## config.mk

```make
export PLATFORM = sky130hd
export DESIGN_NAME = wildcard_line_matcher
export DESIGN_NICKNAME = d
export VERILOG_FILES = /design/src/design/wlm_pkg.sv /design/src/design/wlm_cell.sv /design/src/design/wlm_csr.sv /design/src/design/wildcard_line_matcher.sv
export SDC_FILE = /design/constraint.sdc
export NUM_CORES = 1
export LEC_CHECK = 0
export BUFFER_PORTS_ARGS = -buffer_cell sky130_fd_sc_hd__buf_2
export CORE_MARGIN = 10
export CORE_UTILIZATION = 45
export DETAILED_ROUTE_END_ITERATION = 10
export GPL_TIMING_DRIVEN = 0
export PLACE_DENSITY = 0.68
export SETUP_SLACK_MARGIN = 0.2
export SYNTH_ARGS = -nofsm -noshare
export SYNTH_HDL_FRONTEND = slang
export SYNTH_HIERARCHICAL = 1
export SYNTH_SLANG_ARGS = --single-unit
```

## constraint.sdc

```tcl
create_clock -name clock -period 8.24 [get_ports clock]
set_input_delay 0.824 -clock clock [delete_from_list [all_inputs] [get_ports clock]]
set_output_delay 0.824 -clock clock [all_outputs]
set_load 0.02 [all_outputs]
```

## src/design/wlm_pkg.sv

```systemverilog
// ----------------------------------------------------------------------------
// wlm_pkg: shared types and constants of the wildcard line matcher
// Character codes, register decode, the configuration bundle, the control
// bundle of the window cells and the per-character compare.
// ----------------------------------------------------------------------------
package wlm_pkg;

   localparam int unsigned CHAR_W = 8;
   localparam logic [CHAR_W-1:0] WILDCARD_CHAR = 8'h3F;
   localparam logic [CHAR_W-1:0] NEWLINE_CHAR = 8'h0A;

   localparam int unsigned COUNT_W = 32;
   localparam logic [COUNT_W-1:0] COUNT_MAX = 32'hFFFF_FFFF;

   localparam int unsigned TEXT_W = 64;
   localparam int unsigned LENGTH_W = 4;
   localparam int unsigned CSR_ADDR_W = 4;
   localparam int unsigned CSR_DATA_W = 64;

   // register select is byte address bit 3 (registers sit 8 bytes apart)
   localparam logic REG_PATTERN_TEXT = 1'b0;
   localparam logic REG_PATTERN_LENGTH = 1'b1;

   typedef struct packed {
      logic [TEXT_W-1:0] pattern_text;
      logic [LENGTH_W-1:0] pattern_length;
   } cfg_type;

   typedef struct packed {
      logic advance;
      logic flush;
   } cell_ctrl_type;

   function automatic logic char_match(input logic [CHAR_W-1:0] pattern_char,
                                       input logic [CHAR_W-1:0] text_char);
      char_match = (pattern_char == WILDCARD_CHAR) || (pattern_char == text_char);
   endfunction

endpackage

```

## src/design/wlm_cell.sv

```systemverilog
// ----------------------------------------------------------------------------
// wlm_cell: one stage of the text window
// Holds one earlier byte of the current line, hands it to the next cell on
// every non-newline transfer, compares it to the aligned pattern character.
// ----------------------------------------------------------------------------
module wlm_cell (
   input  logic                         clock,
   input  logic                         reset,
   input  wlm_pkg::cell_ctrl_type       ctrl,
   input  logic [wlm_pkg::CHAR_W-1:0]   prev_char,
   input  logic [wlm_pkg::CHAR_W-1:0]   pattern_char,
   input  logic                         in_use,
   output logic [wlm_pkg::CHAR_W-1:0]   held_char,
   output logic                         char_hit
);
   import wlm_pkg::*;

   logic [CHAR_W-1:0] char_ff;
   logic [CHAR_W-1:0] char_in;

   always_comb begin
      char_in = char_ff;
      if (ctrl.advance) begin
         // a newline empties the window
         if (ctrl.flush) begin
            char_in = '0;
         end else begin
            char_in = prev_char;
         end
      end
   end

   always_ff @(posedge clock) begin
      if (reset) begin
         char_ff <= '0;
      end else begin
         char_ff <= char_in;
      end
   end

   assign held_char = char_ff;
   assign char_hit = !in_use || char_match(pattern_char, char_ff);

endmodule

```

## src/design/wlm_csr.sv

```systemverilog
// ----------------------------------------------------------------------------
// wlm_csr: configuration registers
// APB-style write and read of the pattern text and the pattern length.
// ----------------------------------------------------------------------------
module wlm_csr (
   input  logic                             clock,
   input  logic                             reset,
   input  logic                             psel,
   input  logic                             penable,
   input  logic                             pwrite,
   input  logic [wlm_pkg::CSR_ADDR_W-1:0]   paddr,
   input  logic [wlm_pkg::CSR_DATA_W-1:0]   pwdata,
   output logic [wlm_pkg::CSR_DATA_W-1:0]   prdata,
   output logic                             pready,
   output wlm_pkg::cfg_type                 cfg
);
   import wlm_pkg::*;

   logic [TEXT_W-1:0]   text_ff;
   logic [TEXT_W-1:0]   text_in;
   logic [LENGTH_W-1:0] length_ff;
   logic [LENGTH_W-1:0] length_in;
   logic                reg_sel;
   logic                wr_en;

   assign reg_sel = paddr[3];
   assign wr_en = psel && penable && pwrite;

   always_comb begin
      text_in = text_ff;
      length_in = length_ff;
      if (wr_en) begin
         if (reg_sel == REG_PATTERN_TEXT) begin
            text_in = pwdata[TEXT_W-1:0];
         end else begin
            length_in = pwdata[LENGTH_W-1:0];
         end
      end
   end

   always_ff @(posedge clock) begin
      if (reset) begin
         text_ff <= '0;
         length_ff <= LENGTH_W'(1);
      end else begin
         text_ff <= text_in;
         length_ff <= length_in;
      end
   end

   always_comb begin
      if (reg_sel == REG_PATTERN_LENGTH) begin
         prdata = {{(CSR_DATA_W-LENGTH_W){1'b0}}, length_ff};
      end else begin
         prdata = text_ff;
      end
   end

   assign pready = 1'b1;
   assign cfg.pattern_text = text_ff;
   assign cfg.pattern_length = length_ff;

endmodule

```

## src/design/wildcard_line_matcher.sv

```systemverilog
// ----------------------------------------------------------------------------
// wildcard_line_matcher: streaming search for a pattern with '?' wildcards
// Finds every match, overlaps included, of a pattern of up to eight
// characters within the lines of a byte stream.
// ----------------------------------------------------------------------------
// Usage:
//   req channel: one text byte per transfer; 0x0A ends a line.
//   rsp channel: one transfer per match, carrying the one-based line, the
//   zero-based start column and the matched bytes (first in lowest byte).
//   CSR port: pattern text at byte address 0, pattern length at 8; write
//   only while no byte is in flight.
// Timing:
//   A match shows on rsp in the cycle after the transfer of its last byte.
//   One byte per cycle is taken sustained while rsp is not stalled: the
//   window compare across the row of cells is done in the cycle a byte
//   arrives, and the result lands in a single output register.
// Reset: line 1, column 0, empty window, pattern text 0, pattern length 1.
// Stall: a waiting result holds in the output register; req_ready stays low
//   until rsp_ready takes it, and rises in the same cycle it is taken.
// ----------------------------------------------------------------------------
module wildcard_line_matcher #(
   parameter int unsigned PATTERN_MAX = 8
) (
   input  logic                               clock,
   input  logic                               reset,
   input  logic                               req_valid,
   output logic                               req_ready,
   input  logic [wlm_pkg::CHAR_W-1:0]         req_text_byte,
   output logic                               rsp_valid,
   input  logic                               rsp_ready,
   output logic [wlm_pkg::COUNT_W-1:0]        rsp_line_number,
   output logic [wlm_pkg::COUNT_W-1:0]        rsp_start_column,
   output logic [wlm_pkg::TEXT_W-1:0]         rsp_matched_text,
   input  logic                               psel,
   input  logic                               penable,
   input  logic                               pwrite,
   input  logic [wlm_pkg::CSR_ADDR_W-1:0]     paddr,
   input  logic [wlm_pkg::CSR_DATA_W-1:0]     pwdata,
   output logic [wlm_pkg::CSR_DATA_W-1:0]     prdata,
   output logic                               pready
);
   import wlm_pkg::*;

   localparam int unsigned LEN_W = (PATTERN_MAX > 1) ? $clog2(PATTERN_MAX) : 1;
   localparam logic [LENGTH_W-1:0] MAX_LEN = LENGTH_W'(PATTERN_MAX);

   cfg_type             cfg;
   cell_ctrl_type       cell_ctrl;
   logic                accept;
   logic                is_newline;
   logic [LENGTH_W-1:0] len_eff;
   logic [LENGTH_W-1:0] len_eff_m1;
   logic [LEN_W-1:0]    len_m1;
   logic                hit;

   logic [CHAR_W-1:0]   window [PATTERN_MAX];
   logic [CHAR_W-1:0]   pattern_char [PATTERN_MAX];
   logic [LEN_W-1:0]    pat_idx [PATTERN_MAX];
   logic [LEN_W-1:0]    src_idx [PATTERN_MAX];
   logic [PATTERN_MAX-1:0] in_use;
   logic [PATTERN_MAX-1:0] char_hits;
   logic [TEXT_W-1:0]   matched;

   logic [COUNT_W-1:0]  column_ff;
   logic [COUNT_W-1:0]  column_in;
   logic [COUNT_W-1:0]  line_ff;
   logic [COUNT_W-1:0]  line_in;
   logic                rsp_valid_ff;
   logic                rsp_valid_in;
   logic [COUNT_W-1:0]  rsp_line_ff;
   logic [COUNT_W-1:0]  rsp_column_ff;
   logic [TEXT_W-1:0]   rsp_text_ff;

   wlm_csr u_csr (
      .clock   (clock),
      .reset   (reset),
      .psel    (psel),
      .penable (penable),
      .pwrite  (pwrite),
      .paddr   (paddr),
      .pwdata  (pwdata),
      .prdata  (prdata),
      .pready  (pready),
      .cfg     (cfg)
   );

   assign req_ready = !rsp_valid_ff || rsp_ready;
   assign accept = req_valid && req_ready;
   assign is_newline = (req_text_byte == NEWLINE_CHAR);

   assign cell_ctrl.advance = accept;
   assign cell_ctrl.flush = is_newline;

   // clamp the programmed length into 1..PATTERN_MAX
   always_comb begin
      if (cfg.pattern_length == '0) begin
         len_eff = LENGTH_W'(1);
      end else if (cfg.pattern_length > MAX_LEN) begin
         len_eff = MAX_LEN;
      end else begin
         len_eff = cfg.pattern_length;
      end
   end

   assign len_eff_m1 = len_eff - LENGTH_W'(1);
   assign len_m1 = len_eff_m1[LEN_W-1:0];

   // position 0 is the incoming byte, position j the byte j back in the line
   assign window[0] = req_text_byte;

   always_comb begin
      for (int j = 0; j < PATTERN_MAX; j++) begin
         pat_idx[j] = len_m1 - LEN_W'(j);
         in_use[j] = (LEN_W'(j) <= len_m1);
         pattern_char[j] = cfg.pattern_text[CHAR_W*pat_idx[j] +: CHAR_W];
      end
   end

   assign char_hits[0] = char_match(pattern_char[0], req_text_byte);

   for (genvar j = 1; j < PATTERN_MAX; j++) begin : g_cell
      wlm_cell u_cell (
         .clock        (clock),
         .reset        (reset),
         .ctrl         (cell_ctrl),
         .prev_char    (window[j-1]),
         .pattern_char (pattern_char[j]),
         .in_use       (in_use[j]),
         .held_char    (window[j]),
         .char_hit     (char_hits[j])
      );
   end

   // line up the window oldest byte first
   always_comb begin
      matched = '0;
      for (int i = 0; i < PATTERN_MAX; i++) begin
         src_idx[i] = len_m1 - LEN_W'(i);
         if (LEN_W'(i) <= len_m1) begin
            matched[CHAR_W*i +: CHAR_W] = window[src_idx[i]];
         end
      end
   end

   assign hit = !is_newline && (&char_hits) &&
                (column_ff >= COUNT_W'(len_m1));

   always_comb begin
      column_in = column_ff;
      line_in = line_ff;
      if (accept) begin
         if (is_newline) begin
            column_in = '0;
            if (line_ff != COUNT_MAX) begin
               line_in = line_ff + COUNT_W'(1);
            end
         end else if (column_ff != COUNT_MAX) begin
            column_in = column_ff + COUNT_W'(1);
         end
      end
   end

   always_comb begin
      rsp_valid_in = rsp_valid_ff;
      if (accept) begin
         rsp_valid_in = hit;
      end else if (rsp_ready) begin
         rsp_valid_in = 1'b0;
      end
   end

   always_ff @(posedge clock) begin
      if (reset) begin
         column_ff <= '0;
         line_ff <= COUNT_W'(1);
         rsp_valid_ff <= 1'b0;
      end else begin
         column_ff <= column_in;
         line_ff <= line_in;
         rsp_valid_ff <= rsp_valid_in;
      end
   end

   // load the result payload only on a matching transfer
   always_ff @(posedge clock) begin
      if (accept && hit) begin
         rsp_line_ff <= line_ff;
         rsp_column_ff <= column_ff - COUNT_W'(len_m1);
         rsp_text_ff <= matched;
      end
   end

   assign rsp_valid = rsp_valid_ff;
   assign rsp_line_number = rsp_line_ff;
   assign rsp_start_column = rsp_column_ff;
   assign rsp_matched_text = rsp_text_ff;

   a_newline_clears_column: assert property (@(posedge clock) disable iff (reset)
      accept && is_newline |=> column_ff == '0)
      else $error("column not cleared after newline");

   a_line_never_zero: assert property (@(posedge clock) disable iff (reset)
      accept |=> line_ff != '0)
      else $error("line count reached zero");

   a_result_behind_position: assert property (@(posedge clock) disable iff (reset)
      rsp_valid |-> (rsp_line_number <= line_ff) && (rsp_start_column <= column_ff))
      else $error("result lies ahead of the stream position");

endmodule

```

# Word level (Yosys, flattened, before mapping)

Index checks and enable logic that the tools add are counted.
W data, S select, Z words.

Register bits after elaboration: 317
Bits in latches: 0
Bits in writable memories: 0
Memory bits (read-only): 0
Output and inout bits: 195
Logic and storage cells: 164
Memories: 0

Add/subtract/negate cells: 11
$mul: 0
Div/mod/pow operators: 0
Magnitude comparators: 18
Equal/unequal tests: 19
Shift-type cells: 8
Muxes and demuxes: 38
Bitwise gates (word level): 9
Reduce and logical (&&, ||, !) cells: 39

Operators with widths:

| operator                | number |
|---|---|
| $shiftx A64 B7 Y8       | 8 |
| $bmux W8 S3             | 8 |
| $mux W8                 | 23 |
| $add A32 B1 Y32 const B | 2 |
| $eq A8 B6 Y1 const B    | 8 |
| $eq A8 B8 Y1            | 8 |
| $mux W32                | 2 |
| $mux W64                | 1 |
| $ne A32 B32 Y1 const B  | 2 |
| $ge A32 B3 Y1           | 1 |
| $ge A4 B4 Y1 const B    | 8 |
| $not A3 Y4              | 8 |
| $sub A32 B3 Y32         | 1 |
| $logic_or A1 B1 Y1      | 16 |
| $le A3 B3 Y1 const A    | 4 |
| $sub A3 B3 Y3 const B   | 4 |
| $logic_not A1 Y1        | 9 |
| $eq A8 B4 Y1 const B    | 1 |
| $reduce_and A8 Y1       | 1 |
| $le A1 B3 Y1 const A    | 2 |
| $le A2 B3 Y1 const A    | 2 |
| $logic_and A1 B1 Y1     | 6 |
| $mux W3                 | 2 |
| $reduce_and A2 Y1       | 3 |
| other kinds (8)         | 12 |

# Longest topological paths before layout

Depth in word-level cells: 13
Gate-level depth with buffers: 25
Depth with buffers taken out: 17

# Modules after synthesis

The synthesis kept the hierarchy.

By module, submodules not included:

| module                | times used | cells each | area an instance (sq um) | seq. area each (sq um) |
|---|---|---|---|---|
| wildcard_line_matcher | 1          | 1486       | 13092.6                  | 5144.9 |
| wlm_csr               | 1          | 365        | 3477.1                   | 1361.3 |
| wlm_cell              | 7          | 48         | 411.6                    | 160.2 |

# Worst setup path after synthesis

No wires, ideal clock.

Path type: register -> register
Start: reg u_csr.length_ff[2]
End: reg rsp_line_ff[0], in the netlist rsp_line_number[0] (enable)
Arrival time: 7755 ps
Required time: 7738 ps
Setup slack: -17 ps
Cell stages (with the launch flop): 21
Buffers on the path: 7
Clock period less this slack: 8257 ps
Cells stage by stage: dfxtp_1 -> o21bai_1 -> and2_1 -> buf_2 -> buf_2 -> clkbuf_1 -> buf_1 -> ha_1 -> clkbuf_1 -> inv_2 -> clkbuf_1 -> nand2_1 -> nand2_1 -> buf_2 -> mux2_2 -> or4_4 -> o211ai_2 -> nand4_1 -> nor4_1 -> o41a_1 -> and2_1

RTL lines:

| item                                  | line                         | RTL |
|---|---|---|
| start: declaration                    | wlm_csr.sv:21                | `logic [LENGTH_W-1:0] length_ff;` |
| start signal: assignment              | wlm_csr.sv:47                | `length_ff <= length_in;` |
| $gt A4 B4 Y1                          | wildcard_line_matcher.sv:98  | `end else if (cfg.pattern_length > MAX_LEN) begin` |
| $mux W3                               | wildcard_line_matcher.sv:98  |  |
| $mux W3 (*)                           | wildcard_line_matcher.sv:96  | `if (cfg.pattern_length == '0) begin` |
| $sub A3 B1 Y3 (*)                     | wildcard_line_matcher.sv:105 | `assign len_eff_m1 = len_eff - LENGTH_W'(1);` |
| $le A2 B3 Y1 (*)                      | wildcard_line_matcher.sv:114 | `in_use[j] = (LEN_W'(j) <= len_m1);` |
| net in_use[2]                         | wildcard_line_matcher.sv:60  | `logic [PATTERN_MAX-1:0] in_use;` |
| $logic_not A1 Y1 (*)                  | wlm_cell.sv:42               | `assign char_hit = !in_use \|\| char_match(pattern_char, char_ff);` |
| $logic_or A1 B1 Y1 (*)                | wlm_cell.sv:42               |  |
| net char_hits[2]                      | wildcard_line_matcher.sv:61  | `logic [PATTERN_MAX-1:0] char_hits;` |
| $reduce_and A8 Y1 (*)                 | wildcard_line_matcher.sv:145 | `assign hit = !is_newline && (&char_hits) &&` |
| $logic_and A1 B1 Y1 (*) (2 in series) | wildcard_line_matcher.sv:145 |  |
| $logic_and A1 B1 Y1 (*)               | wildcard_line_matcher.sv:186 | `if (accept && hit) begin` |
| end signal: assignment                | wildcard_line_matcher.sv:187 | `rsp_line_ff <= line_ff;` |
| end: declaration                      | wildcard_line_matcher.sv:70  | `logic [COUNT_W-1:0] rsp_line_ff;` |

Mark *: on every way through the listed nets, which the timed path passes. The rest lies on a longest branch.
A chain may end at the register's enable or synchronous reset.

# Worst setup path after layout

Start: reg u_csr.length_ff[2]
End: reg rsp_text_ff[57], in the netlist rsp_matched_text[57] (enable)

RTL lines:

| item                                  | line                         | RTL |
|---|---|---|
| $gt A4 B4 Y1                          | wildcard_line_matcher.sv:98  |  |
| $mux W3                               | wildcard_line_matcher.sv:98  |  |
| $mux W3 (*)                           | wildcard_line_matcher.sv:96  |  |
| $sub A3 B1 Y3 (*)                     | wildcard_line_matcher.sv:105 |  |
| $le A2 B3 Y1 (*)                      | wildcard_line_matcher.sv:114 |  |
| net in_use[2]                         | wildcard_line_matcher.sv:60  |  |
| $logic_not A1 Y1 (*)                  | wlm_cell.sv:42               |  |
| $logic_or A1 B1 Y1 (*)                | wlm_cell.sv:42               |  |
| net char_hits[2]                      | wildcard_line_matcher.sv:61  |  |
| $reduce_and A8 Y1 (*)                 | wildcard_line_matcher.sv:145 |  |
| $logic_and A1 B1 Y1 (*) (2 in series) | wildcard_line_matcher.sv:145 |  |
| $logic_and A1 B1 Y1 (*)               | wildcard_line_matcher.sv:186 |  |
| end signal: assignment                | wildcard_line_matcher.sv:189 | `rsp_text_ff <= matched;` |
| end: declaration                      | wildcard_line_matcher.sv:72  | `logic [TEXT_W-1:0] rsp_text_ff;` |

Marks and branches as above.

==> results_dict.tcl <==
set metrics [dict create \
    average_cell_area_after_synthesis_um2 8.89 \
    synthCells 2187 \
    fmaxAchievable_mhz 130 \
    irDropWorstVdd_mv 0.158 \
    first_global_vias 17300 \
    pin_count_of_the_biggest_net_entering_global_routing 70 \
    dr_total_vias 17600 \
    path_cells "o21bai_2 > and2_1 > buf_2 > buf_2 > clkbuf_2 > buf_2 > ha_1 > clkbuf_1 > inv_2 > clkbuf_1 > nand2_1 > nand2_1 > buf_2 > mux2_2 > or4_4 > o211ai_2 > nand4_1 > nor4_1 > o41a_1 > and2_4 > buf_16" \
    dpl.hpwl_mm 57.0 \
    main_combinational_cell_family_by_area_after_synthesis "simple AND/OR/NAND/NOR gates" \
    setup_tns_ps 0 \
    timing_worst_slew_pin_value_ps 1180 \
    multiInputGateArea_mm2 0.0111 \
    layout.core_utilization_pct 53.0 \
    whs_path_depth 0 \
    n_antenna_cell 0 \
    clock_tree.buffer_depth 3 \
    setup.worst_path.end_class "register" \
    ys_seq_elements 317 \
    reg2reg_depth 21 \
    fraction_of_met1_tracks_used_by_global_routing_pct 34.0 \
    post_synth_and_or_nand_nor_area_fraction_pct 26.7 \
    synth_adder_area_share_pct 0.502 \
    gp_congestion 1.00 \
    antenna_found_initial 0 \
    sequential_share_of_the_synthesized_area_pct 39.2 \
    final_min_period_over_clock_period_pct 93.6 \
    yosys_warnings 6 \
    cap_viol_max_count 0 \
    number_of_synthesized_flops_with_an_enable_pin 128 \
    layoutNonFillerInstCount 3113 \
    drtPass1Iterations 5 \
    final_antenna_net_count 0 \
    final.min_clock_period_ps 7720 \
    unrepaired_setup_endpoints_after_global_routing "no" \
    critPathMostFrequentCell "sky130_fd_sc_hd__buf_2" \
    timing_worst_setup_path_type "reg -> reg" \
    cts_tree "built" \
    power_per_cell_area_mw_per_mm2 158 \
    layout_overhead_on_the_synthesized_area_pct 16.9 \
    grt.total_usage_pct 26.9 \
    drt_drc_violations_left 0 \
    grt_overflow_total 0 \
    die_w_um 228 \
    post_synth_mux_area_share_pct 12.3 \
    mappedNetlistArea_mm2 0.0195 \
    most_frequent_cells_in_the_layout "sky130_fd_sc_hd__buf_2, sky130_fd_sc_hd__nand2_1, sky130_fd_sc_hd__nor2_1" \
    nets 2592 \
    holdCritPathClass "reg -> reg" \
    synth-xor-area-share_pct 7.11 \
    slowest_delay_ps 540 \
    timing.slew.headroom_pct 20.5 \
    clock_sink_count 317 \
    place.detailed.instances 3048 \
    final_common_cell "sky130_fd_sc_hd__buf_2" \
    htree_levels 2 \
    dr.first_iter.drc_count 1638 \
    fraction_of_final_layout_cells_sized_beyond_drive_strength_1_pct 18.0 \
    worstSkewPairLatency_ps 560 \
    worst_ep_arrival_time_ps 7930 \
    filler_cell_count 4004 \
    placementRows 76 \
    clk_transition_reported_paths_ps 60 \
    core_mm2 0.0429 \
    design.die.area_mm2 0.0519 \
    die_h_um 228 \
    grt_util_met3_pct 5.97 \
    wirelength_mm 73.0 \
    status "finished, final reports clean" \
    fin_area_mm2 0.0227 \
    syn_nets 2277 \
    synth_compound_area_share_pct 10.2 \
    grt_first_pass_wirelength_mm 109 \
    worstSetupStartpointType "register" \
    cts_hold_buffers 0 \
    root_buffer_master "sky130_fd_sc_hd__clkbuf_16" \
    seqCellArea_mm2 0.00763 \
    critical_path_required_ps 8450 \
    viasPerCell 5.64 \
    gr-usage-met2_pct 44.5 \
    port_buffers 272 \
    routedWlPerCell_um 23.4 \
    fin_worst_skew_ps 15.3 \
    io-pin-count 278 \
    hold_violations 0 \
    finalHoldWorstSlack_ps 468 \
    initial_utilization_pct 45.4 \
    placed_cell_area_mm2 0.0216 \
    highest_utilization_routing_layer_at_the_global_route_stage "met2" \
    synth_cell_type_count 64 \
    cts_buf_count 36 \
    critical-path-slowest-cell "sky130_fd_sc_hd__or4_4" \
    finalMaxSlewViolations 0 \
    synth_async_sr_flop_share_pct 0 \
    most_frequently_used_flop_master_after_synthesis "sky130_fd_sc_hd__dfxtp_1" \
    critical_path.max_fanout 69 \
    leakage_nw 8.43 \
    report.final.setup_viol 0 \
]
## flip-flops by register name, summed over array words and instances (netlist names)
register	flops
line_ff	32
u_csr/text_ff	64
rsp_valid	1
rsp_matched_text	64
u_csr/length_ff	4
rsp_line_number	32
rsp_start_column	32
g_cell.u_cell/held_char	56
column_ff	32
## per-stage QoR
step	setup slack (ps)	power, W
floorplan	1410	0.00195
global placement	-1220	0.00209
detailed placement	-189	0.00209
CTS	226	0.00361
global route	200	0.00372
finish	523	0.00360
## critical path, delay by kind of cell (launching register included)
kind            cells  cell delay [ps]
buf+inv             9             2920
simple gates        7             2350
compound gates      3              880
mux                 1              400
flops               1              390
fa+ha+maj           1              290
## worst paths after layout
check	start	end	slack [ps]
max	u_csr/length_ff[2]$_SDFFE_PP0P_	rsp_matched_text[57]$_SDFFCE_PN0P_	520
max reg2reg	u_csr/length_ff[2]$_SDFFE_PP0P_	rsp_matched_text[57]$_SDFFCE_PN0P_	520
min reg2reg	line_ff[19]$_SDFFE_PP0P_	rsp_line_number[19]$_DFFE_PP_	470
min	line_ff[19]$_SDFFE_PP0P_	rsp_line_number[19]$_DFFE_PP_	470
## cell usage after synthesis, types with 17 or more instances
cell type	count	share of area, %
sky130_fd_sc_hd__a211oi_1	49	1.9
sky130_fd_sc_hd__nand3_1	48	1.2
sky130_fd_sc_hd__clkbuf_1	98	1.9
sky130_fd_sc_hd__mux2_2	36	2.1
sky130_fd_sc_hd__xor2_1	67	3.0
sky130_fd_sc_hd__nand4_1	42	1.4
sky130_fd_sc_hd__dfxtp_1	189	19
sky130_fd_sc_hd__mux2i_1	162	8.3
sky130_fd_sc_hd__nor2_1	196	3.8
sky130_fd_sc_hd__edfxtp_1	128	20
sky130_fd_sc_hd__a21oi_1	150	3.9
sky130_fd_sc_hd__buf_1	23	0.44
sky130_fd_sc_hd__nor2b_1	193	6.2
sky130_fd_sc_hd__a32oi_1	24	1.1
sky130_fd_sc_hd__xnor2_1	91	4.1
sky130_fd_sc_hd__a31oi_1	32	1.0
sky130_fd_sc_hd__nand2_1	287	5.5
sky130_fd_sc_hd__nand2b_1	148	4.8
sky130_fd_sc_hd__inv_1	17	0.33
## report_power, final
group | switching [W] | leakage [nW] | total, W | internal, W
clock network | 0.000654 | 0.537 | 0.00153 | 0.000874
logic | 0.000243 | 5.25 | 0.000392 | 0.000149
registers | 0.0000361 | 2.65 | 0.00168 | 0.00164
## repair_timing
item	CTS	global route
gates cloned	1	0
setup endpoints to repair	69	99
setup buffers	0	0
gates resized for setup	2	12
## cells by family after synthesis
family | Yosys count
flops | 317
compound gates | 305
other cells | 1
simple gates | 1014
mux | 214
fa+ha+maj | 8
xor+xnor | 158
buf+inv | 170
## area by class of cell
| type | instances | area share (%) |
|---|---|---|
| repair buffers | 276 | 6.25 |
| clock buffers | 51 | 4.34 |
| inverters | 19 | 0.314 |
| clock inverters | 13 | 0.528 |
| flip-flops and latches | 317 | 33.5 |
| well taps | 585 | 3.22 |
| multi-input cells | 1701 | 48.8 |
| plain buffers | 151 | 3.05 |
## per-layer routing
| layer | vias up | part of all wire [%] |
|---|---|---|
| met5 | - | 0 |
| met4 | 0 | 3.5 |
| met3 | 133 | 7.6 |
| met2 | 719 | 47 |
| met1 | 8484 | 42 |
| li1 | 8218 | - |
No activity file was read; power rests on OpenSTA's default activity.
